<file path="config.mk">
export PLATFORM = sky130hd
export DESIGN_NAME = length_prefixed_message_deframer_top
export DESIGN_NICKNAME = d
export VERILOG_FILES = /design/src/hdl/lpmd_pkg.sv /design/src/hdl/lpmd_parser.sv /design/src/hdl/lpmd_out_buf.sv /design/src/hdl/length_prefixed_message_deframer_top.sv
export SDC_FILE = /design/constraint.sdc
export NUM_CORES = 1
export LEC_CHECK = 0
export ABC_AREA = 1
export ABC_CLOCK_PERIOD_IN_PS = 4000
export BUFFER_PORTS_ARGS = -buffer_cell sky130_fd_sc_hd__buf_2
export CAP_MARGIN = 15
export CORE_MARGIN = 3
export CORE_UTILIZATION = 56
export CTS_BUF_LIST = sky130_fd_sc_hd__clkbuf_8
export DETAILED_ROUTE_END_ITERATION = 16
export GPL_ROUTABILITY_DRIVEN = 0
export GPL_TIMING_DRIVEN = 0
export PLACE_DENSITY = 0.87
export SYNTH_ARGS = -nofsm -noshare
export SYNTH_HDL_FRONTEND = slang
export SYNTH_SLANG_ARGS = --single-unit
</file>
<file path="constraint.sdc">
create_clock -name clock -period 4 [get_ports clock]
set_input_delay 0.4 -clock clock [delete_from_list [all_inputs] [get_ports clock]]
set_output_delay 0.4 -clock clock [all_outputs]
set_load 0.02 [all_outputs]
</file>
<file path="src/hdl/lpmd_pkg.sv">
// package for the length-prefixed message deframer
// holds the parser phase type and the result item struct; no dependencies

package lpmd_pkg;

   localparam int unsigned BYTE_W = 8;
   localparam int unsigned WORD_W = 16;

   // which byte of the stream is expected next
   typedef enum logic [4:0] {
      PH_ID_HI  = 5'b00001,
      PH_ID_LO  = 5'b00010,
      PH_LEN_HI = 5'b00100,
      PH_LEN_LO = 5'b01000,
      PH_BODY   = 5'b10000
   } phase_type;

   typedef struct packed {
      logic [WORD_W-1:0] message_id;
      logic [WORD_W-1:0] message_len;
      logic [BYTE_W-1:0] body_byte;
      logic              body_valid;
      logic              last_of_message;
   } result_type;

endpackage

</file>
<file path="src/hdl/lpmd_parser.sv">
// header parser and body counter of the deframer
// updates the framing state on each accepted byte; uses lpmd_pkg

module lpmd_parser
   import lpmd_pkg::*;
(
   input  logic              clock,
   input  logic              reset,
   input  logic              take,
   input  logic [BYTE_W-1:0] data_byte,
   output logic              has_result,
   output result_type        result
);

   phase_type         phase_ff, phase_in;
   logic [WORD_W-1:0] id_ff, id_in;
   logic [WORD_W-1:0] len_ff, len_in;
   logic [WORD_W-1:0] left_ff, left_in;

   always_comb begin
      phase_in   = phase_ff;
      id_in      = id_ff;
      len_in     = len_ff;
      left_in    = left_ff;
      has_result = 1'b0;
      result     = '0;
      case (phase_ff)
         PH_ID_LO: begin
            id_in    = {id_ff[WORD_W-1:BYTE_W], data_byte};
            phase_in = PH_LEN_HI;
         end
         PH_LEN_HI: begin
            len_in   = {data_byte, {BYTE_W{1'b0}}};
            phase_in = PH_LEN_LO;
         end
         PH_LEN_LO: begin
            len_in = {len_ff[WORD_W-1:BYTE_W], data_byte};
            if (len_in == '0) begin
               // empty message: one item with no body byte
               left_in                = '0;
               phase_in               = PH_ID_HI;
               has_result             = 1'b1;
               result.message_id      = id_ff;
               result.message_len     = len_in;
               result.last_of_message = 1'b1;
            end else begin
               left_in  = len_in;
               phase_in = PH_BODY;
            end
         end
         PH_BODY: begin
            // count saturates at zero
            if (left_ff != '0) begin
               left_in = left_ff - WORD_W'(1);
            end
            if (left_in == '0) begin
               phase_in = PH_ID_HI;
            end
            has_result             = 1'b1;
            result.message_id      = id_ff;
            result.message_len     = len_ff;
            result.body_byte       = data_byte;
            result.body_valid      = 1'b1;
            result.last_of_message = (left_in == '0);
         end
         default: begin
            id_in    = {data_byte, {BYTE_W{1'b0}}};
            phase_in = PH_ID_LO;
         end
      endcase
   end

   always_ff @(posedge clock) begin
      if (reset) begin
         phase_ff <= PH_ID_HI;
         id_ff    <= '0;
         len_ff   <= '0;
         left_ff  <= '0;
      end else if (take) begin
         phase_ff <= phase_in;
         id_ff    <= id_in;
         len_ff   <= len_in;
         left_ff  <= left_in;
      end
   end

   a_body_has_bytes: assert property (@(posedge clock) disable iff (reset)
      phase_ff == PH_BODY |-> left_ff != '0)
      else $error("body phase with no bytes left");

   a_left_within_len: assert property (@(posedge clock) disable iff (reset)
      phase_ff == PH_BODY |-> left_ff <= len_ff)
      else $error("bytes left exceeds message length");

   a_last_leaves_body: assert property (@(posedge clock) disable iff (reset)
      take && has_result && result.last_of_message |=> phase_ff == PH_ID_HI)
      else $error("last item did not return to header phase");

endmodule

</file>
<file path="src/hdl/lpmd_out_buf.sv">
// result register with a skid entry
// parts the result channel's ready from the input side; uses lpmd_pkg

module lpmd_out_buf
   import lpmd_pkg::*;
(
   input  logic       clock,
   input  logic       reset,
   input  logic       load,
   input  result_type load_data,
   output logic       can_load,
   output logic       out_valid,
   input  logic       out_ready,
   output result_type out_data
);

   logic       out_valid_ff;
   logic       skid_valid_ff;
   result_type out_ff;
   result_type skid_ff;
   logic       pop;

   assign pop       = out_valid_ff && out_ready;
   assign can_load  = !skid_valid_ff;
   assign out_valid = out_valid_ff;
   assign out_data  = out_ff;

   always_ff @(posedge clock) begin
      if (reset) begin
         out_valid_ff  <= 1'b0;
         skid_valid_ff <= 1'b0;
      end else if (skid_valid_ff) begin
         if (pop) begin
            skid_valid_ff <= 1'b0;
         end
      end else if (load && out_valid_ff && !pop) begin
         skid_valid_ff <= 1'b1;
      end else if (load) begin
         out_valid_ff <= 1'b1;
      end else if (pop) begin
         out_valid_ff <= 1'b0;
      end
   end

   // payload registers, no reset
   always_ff @(posedge clock) begin
      if (skid_valid_ff) begin
         if (pop) begin
            out_ff <= skid_ff;
         end
      end else if (load && out_valid_ff && !pop) begin
         skid_ff <= load_data;
      end else if (load) begin
         out_ff <= load_data;
      end
   end

   a_skid_behind_out: assert property (@(posedge clock) disable iff (reset)
      skid_valid_ff |-> out_valid_ff)
      else $error("skid entry held while result register empty");

   a_no_load_when_full: assert property (@(posedge clock) disable iff (reset)
      skid_valid_ff |-> !load)
      else $error("item loaded while both entries full");

   a_skid_moves_up: assert property (@(posedge clock) disable iff (reset)
      skid_valid_ff && pop |=> out_valid_ff && out_ff == $past(skid_ff))
      else $error("skid entry not moved into result register");

endmodule

</file>
<file path="src/hdl/length_prefixed_message_deframer_top.sv">
// top level of the length-prefixed message deframer
// joins lpmd_parser and lpmd_out_buf; uses lpmd_pkg
//
//   channel  direction  handshake              payload
//   req      in         req_valid / req_ready  req_data_byte
//   rsp      out        rsp_valid / rsp_ready  rsp_message_id, rsp_message_len,
//                                              rsp_body_byte, rsp_body_valid,
//                                              rsp_last_of_message
//
// one byte accepted per cycle while req_ready is high; results are registered
// header bytes give no result; each body byte, or an empty message, gives one
// synchronous active-high reset returns the parser to the identifier high byte
// a two-entry output buffer keeps req_ready independent of rsp_ready;
// req_ready drops only while both entries hold results

module length_prefixed_message_deframer_top
   import lpmd_pkg::*;
(
   input  logic              clock,
   input  logic              reset,
   input  logic              req_valid,
   output logic              req_ready,
   input  logic [BYTE_W-1:0] req_data_byte,
   output logic              rsp_valid,
   input  logic              rsp_ready,
   output logic [WORD_W-1:0] rsp_message_id,
   output logic [WORD_W-1:0] rsp_message_len,
   output logic [BYTE_W-1:0] rsp_body_byte,
   output logic              rsp_body_valid,
   output logic              rsp_last_of_message
);

   logic       take;
   logic       has_result;
   logic       can_load;
   result_type result;
   result_type out_data;

   assign req_ready = can_load;
   assign take      = req_valid && can_load;

   lpmd_parser u_parser (
      .clock      (clock),
      .reset      (reset),
      .take       (take),
      .data_byte  (req_data_byte),
      .has_result (has_result),
      .result     (result)
   );

   lpmd_out_buf u_out_buf (
      .clock     (clock),
      .reset     (reset),
      .load      (take && has_result),
      .load_data (result),
      .can_load  (can_load),
      .out_valid (rsp_valid),
      .out_ready (rsp_ready),
      .out_data  (out_data)
   );

   assign rsp_message_id      = out_data.message_id;
   assign rsp_message_len     = out_data.message_len;
   assign rsp_body_byte       = out_data.body_byte;
   assign rsp_body_valid      = out_data.body_valid;
   assign rsp_last_of_message = out_data.last_of_message;

endmodule
</file>
; ---- Word-level counts from Yosys, hierarchy flattened
; Cells that the tools add are included.
[word_totals]
elab_cells = 79
mem_bits_rw = 0
inputBits = 12
latchBits = 0
rom_bits = 0
reg_bits = 139
memories = 0
[classes]
shift = 0
mux = 24
n_bitwise = 5
div = 0
mul = 0
n_eq_ne = 7
n_lt_le_gt_ge = 0
n_addsub = 1
reduce_logical = 24
[ops]
columns = operator, count
row1 = $mux W42, 4
row2 = $pmux W16 S2, 3
row3 = $pmux W32 S2, 1
row4 = $mux W16, 3
row5 = $logic_not A16 Y1, 2
row6 = $mux W32, 1
row7 = $pmux W5 S4, 1
row8 = $reduce_bool A16 Y1, 1
row9 = $sub A16 B1 Y16 const B, 1
row10 = $reduce_and A3 Y1, 4
row11 = $mux W5, 2
row12 = $reduce_and A2 Y1, 5
row13 = $mux W9, 1
row14 = $reduce_bool A2 Y1, 4
row15 = $mux W1, 6
row16 = $eq A5 B2 Y1 const B, 1
row17 = $eq A5 B3 Y1 const B, 1
row18 = $eq A5 B4 Y1 const B, 1
row19 = $eq A5 B5 Y1 const B, 1
row20 = $logic_and A1 B1 Y1, 5
row21 = $not A1 Y1, 5
row22 = $ne A2 B1 Y1 const B, 2
row23 = $pmux W1 S2, 2
row24 = $reduce_or A3 Y1, 1
row25 = other kinds (2), 3

; ---- Logic depth before layout (Yosys ltp)
; Gate-level depths: netlist (run 1).
[depth]
ltp_word = 8
depth_mapped = 16
mapped_depth_nobuf = 16

; ---- Modules after synthesis
; A second synthesis (run 1) with hierarchy kept.
[hier_totals]
hier_cells = 719
hier_area_um2 = 6412.4
[modules_own_cells]
columns = module, area_per_inst_um2, instances, seq_area_each_um2, cells_each
row1 = lpmd_out_buf, 3266.9, 1, 2562.5, 237
row2 = lpmd_parser, 3128.0, 1, 1061.0, 478
row3 = length_prefixed_message_deframer_top, 17.5, 1, 0.0, 4

; ---- Worst setup path after synthesis (run 1)
; OpenSTA, ideal clock, no wires.
[synth_timing]
path_type = flip-flop to flip-flop
startpoint = register u_parser.phase_ff[4]
endpoint = register u_out_buf.out_ff (netlist bit u_out_buf.out_data[0]) (enable)
arrival_ns = 3.344
stages_incl_launch_ff = 10
required_ns = 3.545
slack_ns = 0.201
path_cell_list = dfxtp_1 > nor2_1 > nand2_1 > nor3_4 > nand3_1 > nand2_1 > inv_2 > nor2_2 > inv_1 > a21oi_1
[synth_via]
elab_chain_len = 7
word_cells_on_any_way = 9
classes_between = eq/ne (3) / mux (1) / reduce/logical (5)
[synth_lines]
columns = item, line_no
row1 = start: declaration, lpmd_parser.sv:15  ; phase_type phase_ff, phase_in;
row2 = start signal: assignment, lpmd_parser.sv:80  ; phase_ff <= phase_in;
row3 = $eq A5 B5 Y1 or $eq A5 B4 Y1 (tied branches), lpmd_parser.sv:27  ; case (phase_ff)
row4 = $pmux W1 S2 (*), lpmd_parser.sv:27
row5 = $logic_and A1 B1 Y1 (*), length_prefixed_message_deframer_top.sv:54  ; .load (take && has_result),
row6 = $logic_and A1 B1 Y1 (2 in series), lpmd_out_buf.sv:51  ; end else if (load && out_valid_ff && !pop) begin
row7 = $ne A2 B1 Y1 (no source line), -
row8 = $reduce_and A3 Y1 (no source line) (*), -
row9 = end signal: assignment, lpmd_out_buf.sv:49  ; out_ff <= skid_ff;
row10 = end signal: assignment, lpmd_out_buf.sv:54  ; out_ff <= load_data;
row11 = end: declaration, lpmd_out_buf.sv:19  ; result_type out_ff;
; Every way passes the cells marked *; elsewhere a longest branch is shown, timed or not.
; A chain may end at the register's enable or synchronous reset.

; ---- Worst setup path in the final report (run 1)
[layout_timing]
startpoint = register u_parser.phase_ff[4]
endpoint = register u_out_buf.out_ff (netlist bit u_out_buf.out_data[20]) (enable)
; The elaborated chain is that of the path after synthesis.

==> impl_metrics.ini, run 1 <==
[run_status]
status = completed

[routing]
drc = 0
routedWlPerCell_um = 15.5
routed_via_density = 5.46
drt_wl_total_mm = 14.8
drt_pre_antenna_iters = 5
final_antenna_net_count = 0
vias = 5216
drt_iter0_drc = 520

[synthesis]
synth_area_um2 = 6280
synth_edf_count = 84
yosys_warnings = 0
synthArstFlopShare_pct = 0
synth_commonest_cells = nand2_1 (221), edfxtp_1 (84), nor2_1 (83)
synthMuxAreaShare_pct = 0
synth_seq_cells = 139
synth.net_count = 739
synth_top_area_share_pct = 40.2
synth_largest_area_cell = edfxtp_1
synth_compound_area_share_pct = 10.5
synthMostInstantiatedCell = nand2_1
synth_area_leaders = edfxtp_1 (40%), dfxtp_1 (18%), nand2_1 (13%)
synth-seq-area-share_pct = 57.7
syn_area_per_cell_um2 = 8.65
yosys.area_share.adder_pct = 0.199
synth_top_family_by_area = simple AND/OR/NAND/NOR gates
synth_top_flop_cell = edfxtp_1
yosys.area_share.simple_pct = 23.8
synthXorXnorAreaFrac_pct = 0.279
synthCells = 726
synth_cell_types = 38

[timing]
skew_ns = 0.00995
post-route-period-util_pct = 64.6
drv_slew = 0
hold_viol = 0
worstMarginPinSlew_ns = 0.616
post-route-min-period_ns = 2.58
relSlewSlack_pct = 58.9
setup_viol = 0
whs_ns = 0.292
rsz0062_at_grt = false
fmax_mhz = 387

[layout]
final_area_um2 = 7200
antenna_cells = 0
layout.nets = 815
syn_to_final_growth_pct = 14.7
n_fill_cell = 858
final_layout_size_suffix_gt1_share_pct = 14.7

[flow_run]
cap_violations = 0

[hold_path]
min_delay_worst_endpoint = u_parser.len_ff[6]
hold_path_depth = 3
hp-class = primary input to register
hp-start = req_data_byte[6]

[grt]
grt_antenna_before_repair = 0
grt_usage_pct = 24.5
grt_start_max_net_pins = 34
grt_pass1_vias = 5138
grt_pass1_wl_mm = 24.5
grt_overflow_total = 0

[clock_network]
cts_buffer_depth = 2
cts_tree = built
cts_setup_buffers = 0
root_buffer = clkbuf_8
cts_hold_buf = 0
cts_max_level = 4
cts_buffers = 17
cts.sinks = 139
clk_pin_slew_worst_paths_ns = 0.07
worstSkewPairLatency_ns = 0.44
cts_resized = 0

[die]
initial_core_util_pct = 57.7
die_x_um = 112
die_area_um2 = 12500
rows = 38
core_area_um2 = 10900
io_pins = 56
die_h_um = 112

[placed_design]
io_buffers = 55
place_hpwl_mm = 10.5
placed_area_um2 = 6790

[critical_path]
critPathLaunchType = register
end_kind = register
timing.rr.start = u_parser.phase_ff[4]
critPathKind = register to register
r2r_cells = 10
cp_max_fo = 32
timing.rr.end = u_out_buf.out_data[20]
required_ns = 4.13
r2r_slack_ns = 1.42
cp.arrival_ns = 2.71

[power_and_ir_drop]
total_power_mw = 3.08
p_leak_nw = 2.98
power_density_nw_per_um2 = 427
max-vdd-ir-drop_v = 0.000221
-- per-layer routing --
metal	up-vias	track usage, %	wire, um
met1	2411	31.0	5870
li1	2537	-	-
met4	0	12.0	464
met2	229	40.1	7240
met3	39	5.33	1250
met5	-	0	0
-- state kept, by name, summed over array words and instances (netlist names) --
register                 count
u_out_buf.out_data          42
u_out_buf.skid_ff           42
u_parser.id_ff              16
u_parser.left_ff            16
u_parser.len_ff             16
u_parser.phase_ff            5
u_out_buf.out_valid          1
u_out_buf.skid_valid_ff      1
-- worst max path at each step --
stage                         startpoint                endpoint  cells after the start
detailed placement      req_data_byte[1]  u_out_buf.out_data[21]                     11
finish              u_parser.phase_ff[4]  u_out_buf.out_data[20]                     10
floorplan           u_parser.phase_ff[4]   u_out_buf.out_data[0]                      9
global placement        req_data_byte[1]  u_out_buf.out_data[24]                     10
CTS                 u_parser.phase_ff[4]  u_out_buf.out_data[20]                     10
global route        u_parser.phase_ff[4]  u_out_buf.out_data[20]                     10
-- cell usage in the layout, fill, tap and decap left out, drive strengths merged, types with 16 or more instances in the layout --
cell type  count
buf           71
nand2        226
inv           87
o21ai         24
nand3         30
nor2          91
a211oi        16
a21oi         54
clkbuf        32
edfxtp        84
dfxtp         55
-- metrics by stage --
stage	setup slack, ns	cells	TNS [ns]	util [%]
6_report	1.42	955	0	66.2
5_1_grt	1.17	955	0	66.2
4_1_cts	1.44	955	0	66.2
3_5_place_dp	1.45	923	0	62.3
3_3_place_gp	-0.838	921	-53.30	61.8
2_1_floorplan	0.201	726	0	-
-- kinds of logic after synthesis --
group,count (synthesis)
DFF,139
xor gates and xnor gates,2
AOI/OAI and AO/OA,111
adders and majority gates,1
and+or+nand+nor,358
buffers and inverters,115
-- worst max-delay path: stages, from the launching register on --
cell,delay (ns)
dfxtp_1,0.34
nor2_1,0.13
nand2_1,0.12
nor3_4,0.40
nand3_1,0.19
nand2_1,0.11
inv_2,0.10
nor2_2,0.11
inv_1,0.12
a21oi_4,0.39
buf_12,0.26
-- report_power, final --
part,leakage (nW),switching (mW),internal (mW)
Sequential,1.19,0.0160,1.53
Clock,0.213,0.516,0.668
Combinational,1.58,0.236,0.112
Total,2.98,0.768,2.31
-- area by class of cell --
type                       count  area (um^2)  area share [%]
buffer                        29          143            1.98
clock buffer                  17          234            3.25
clock inverter                15          183            2.54
inverter                      86          327            4.53
multi-input combinational    472         2200            30.6
sequential                   139         3620            50.3
tap                          140          175            2.43
timing repair buffer          57          315            4.38
No activity file was read; power rests on OpenSTA's default activity.
==> inputs of run 2 (changes only) <==
ABC_AREA = 0   (was 1)
ABC_CLOCK_PERIOD_IN_PS = 2600   (was 4000)
CORE_UTILIZATION = 61   (was 56)
PLACE_DENSITY = 0.9   (was 0.87)
clock period = 2.6 ns   (was 4 ns; I/O delays follow)
==> run 2 against run 1 <==
  * Non-clock buffer count grew 24
  * Routed wire length up 15%
  * Highest routed layer unchanged
  * Die area decreased by 9.2%
  * Synthesized area fell by 1.6%
  * Via count shrank 1.3%
  * Global-route usage is 4.6 points higher
  * The run now ends with negative setup slack left
==> impl_metrics.ini, run 2 <==
[synthesis]
synthMostInstantiatedCell = edfxtp_1
synthArstFlopShare_pct = 0
synth_top_family_by_area = simple AND/OR/NAND/NOR gates
yosys.area_share.adder_pct = 0.203
synth_area_leaders = edfxtp_1 (41%), dfxtp_1 (18%), mux2_2 (7.3%)
synth_seq_cells = 139
synth_compound_area_share_pct = 9.26
synth_largest_area_cell = edfxtp_1
synth_area_um2 = 6180
syn_area_per_cell_um2 = 11.4
synthXorXnorAreaFrac_pct = 0.425
yosys_warnings = 0
synth_edf_count = 84
synth_commonest_cells = edfxtp_1 (84), dfxtp_1 (55), nand2_1 (53)
synth_top_area_share_pct = 40.8
synth.net_count = 555
synthMuxAreaShare_pct = 10.4
synthCells = 542
synth_top_flop_cell = edfxtp_1
synth-seq-area-share_pct = 58.7
synth_cell_types = 56
yosys.area_share.simple_pct = 18.2

[layout]
fin_util_pct = 75.3
final_layout_size_suffix_gt1_share_pct = 29.3
final_area_um2 = 7400
multiInputGateArea_um2 = 2500
final_common_cell = edfxtp_1
n_fill_cell = 595
area.sequential_um2 = 3630
fin_cells = 782
antenna_cells = 0
layout_common_cells = edfxtp_1 (84), buf_2 (54), nand2_1 (50), dfxtp_1 (50), and2_1 (44)
layout.nets = 649
syn_to_final_growth_pct = 19.8

[timing]
finalSetupTns_ns = -0.130
rsz0062_at_grt = true
relSlewSlack_pct = 55.3
fmax_mhz = 374
post-route-period-util_pct = 103
hold_viol = 0
skew_ns = 0.0171
setup_slack_ns = -0.0756
worstMarginPinSlew_ns = 0.670
drv_slew = 0
whs_ns = 0.0799
setup_viol = 2
post-route-min-period_ns = 2.68

[clock_network]
worstSkewPairLatency_ns = 0.44
clk_pin_slew_worst_paths_ns = 0.09
cts_max_level = 4
cts.sinks = 139
cts_tree = built
cts_buffers = 17
root_buffer = clkbuf_8
cts_buffer_depth = 2
cts_hold_buf = 0

[routing]
vias = 5147
drt_iter0_drc = 790
drt_wl_total_mm = 17.1
drt_pre_antenna_iters = 7
routedWlPerCell_um = 21.9
routed_via_density = 6.58
final_antenna_net_count = 0
drc = 0

[critical_path]
critPathKind = register to register
crit_start = u_parser.left_ff[10]
cp.arrival_ns = 3.00
cp_common_cell = nand4_1
critPathLaunchType = register
slowest_delay_ns = 0.60
path_cells = nor4_2 > nand4_1 > buf_4 > xor2_1 > nand4_1 > or4_4 > a22o_1
timing.rr.start = u_parser.left_ff[10]
r2r_cells = 7
crit_slowest_cell = or4_4
cp_max_fo = 7
required_ns = 2.93
end_kind = register

[power_and_ir_drop]
p_comb_share_pct = 2.7
max-vdd-ir-drop_v = 0.000362
power_frac_clock_pct = 42.7
total_power_mw = 4.26
intPower_mw = 3.30
power_density_nw_per_um2 = 576
power_switching_mw = 0.966
seq_power_share_pct = 54.6
p_leak_nw = 2.95
switching_share_pct = 22.7

[grt]
grt_pass1_vias = 4849
grt_pass1_wl_mm = 25.5
grt_start_max_net_pins = 22
grt_overflow_total = 0
grt_usage_pct = 29.1
grt_antenna_before_repair = 0

[flow_run]
cap_violations = 0

[die]
die_h_um = 107
initial_core_util_pct = 62.9
die_x_um = 107
io_pins = 56
die_area_um2 = 11400
rows = 36
core_area_um2 = 9820

[hold_path]
hp-start = rsp_ready
hold_path_depth = 2
hp-class = primary input to register

[run_status]
status = finished with violations
violations = negative setup slack

[placed_design]
pre_cts_slack_ns = -0.303
place_inst = 733
placed_area_um2 = 6720
io_buffers = 54
place_hpwl_mm = 9.88
[run 2: cell types whose count changed after synthesis, moves of 19 or more]
cell     previous run  this run
nor2_1             83        35
inv_1              81         8
mux2i_1             0        19
nand2_1           221        53
and2_1              0        44
mux2_2              0        40
[run 2: final cells by class]
class / count / area share (%)
Tap cell: 133 / 2.25
Clock buffer: 17 / 3.16
Multi-Input combinational cell: 359 / 33.8
Sequential cell: 139 / 49.1
Buffer: 30 / 1.91
Timing Repair Buffer: 80 / 6.87
Clock inverter: 15 / 2.35
Inverter: 9 / 0.524
[run 2: path summary, 6_finish.rpt]
path	end	slack, ns
hold reg to reg	u_parser.id_ff[6]	0.46
hold / removal	u_out_buf.skid_valid_ff	0.08
setup / recovery	u_parser.phase_ff[4]	-0.08
setup reg to reg	u_parser.phase_ff[4]	-0.08
[run 2: worst max-delay path, delay by kind of cell, from the launching register on]
kind / cells / cell delay (ns)
buf+inv: 1 / 0.20
xor+xnor: 1 / 0.20
flops: 1 / 0.38
compound gates: 1 / 0.26
simple gates: 4 / 1.52
[run 2: repair_timing]
item	CTS	global route
endpoints found under the setup margin	6	59
hold endpoints to repair	0	0
buffers inserted	9	13
pin swaps	5	7
gates resized for setup	9	24
[run 2: per-layer routing]
| layer | GRT usage [%] | vias to the layer above | wire length (um) |
|---|---|---|---|
| li1 | - | 2172 | - |
| met1 | 37.3 | 2424 | 5930 |
| met2 | 47.2 | 433 | 8210 |
| met3 | 5.96 | 118 | 1930 |
| met4 | 14.5 | 0 | 1020 |
| met5 | 0 | - | 0 |
[run 2: power groups by stage]
stage / combinational (mW) / sequential [mW] / clock, mW
after floorplan: 0.0562 / 2.38 / 0
after global placement: 0.0974 / 2.38 / 0
after detailed placement: 0.102 / 2.38 / 0
after CTS: 0.106 / 2.33 / 1.80
after global routing: 0.117 / 2.33 / 1.92
final: 0.114 / 2.33 / 1.82
[run 2: cells by family (layout without fill, tap and decap cells)]
logic type	after synthesis	after routing
and+or+nand+nor	204	204
DFF	139	139
AOI/OAI and AO/OA	92	92
muxes	59	59
buffers and inverters	44	151
xor gates and xnor gates	3	3
adders and majority gates	1	1
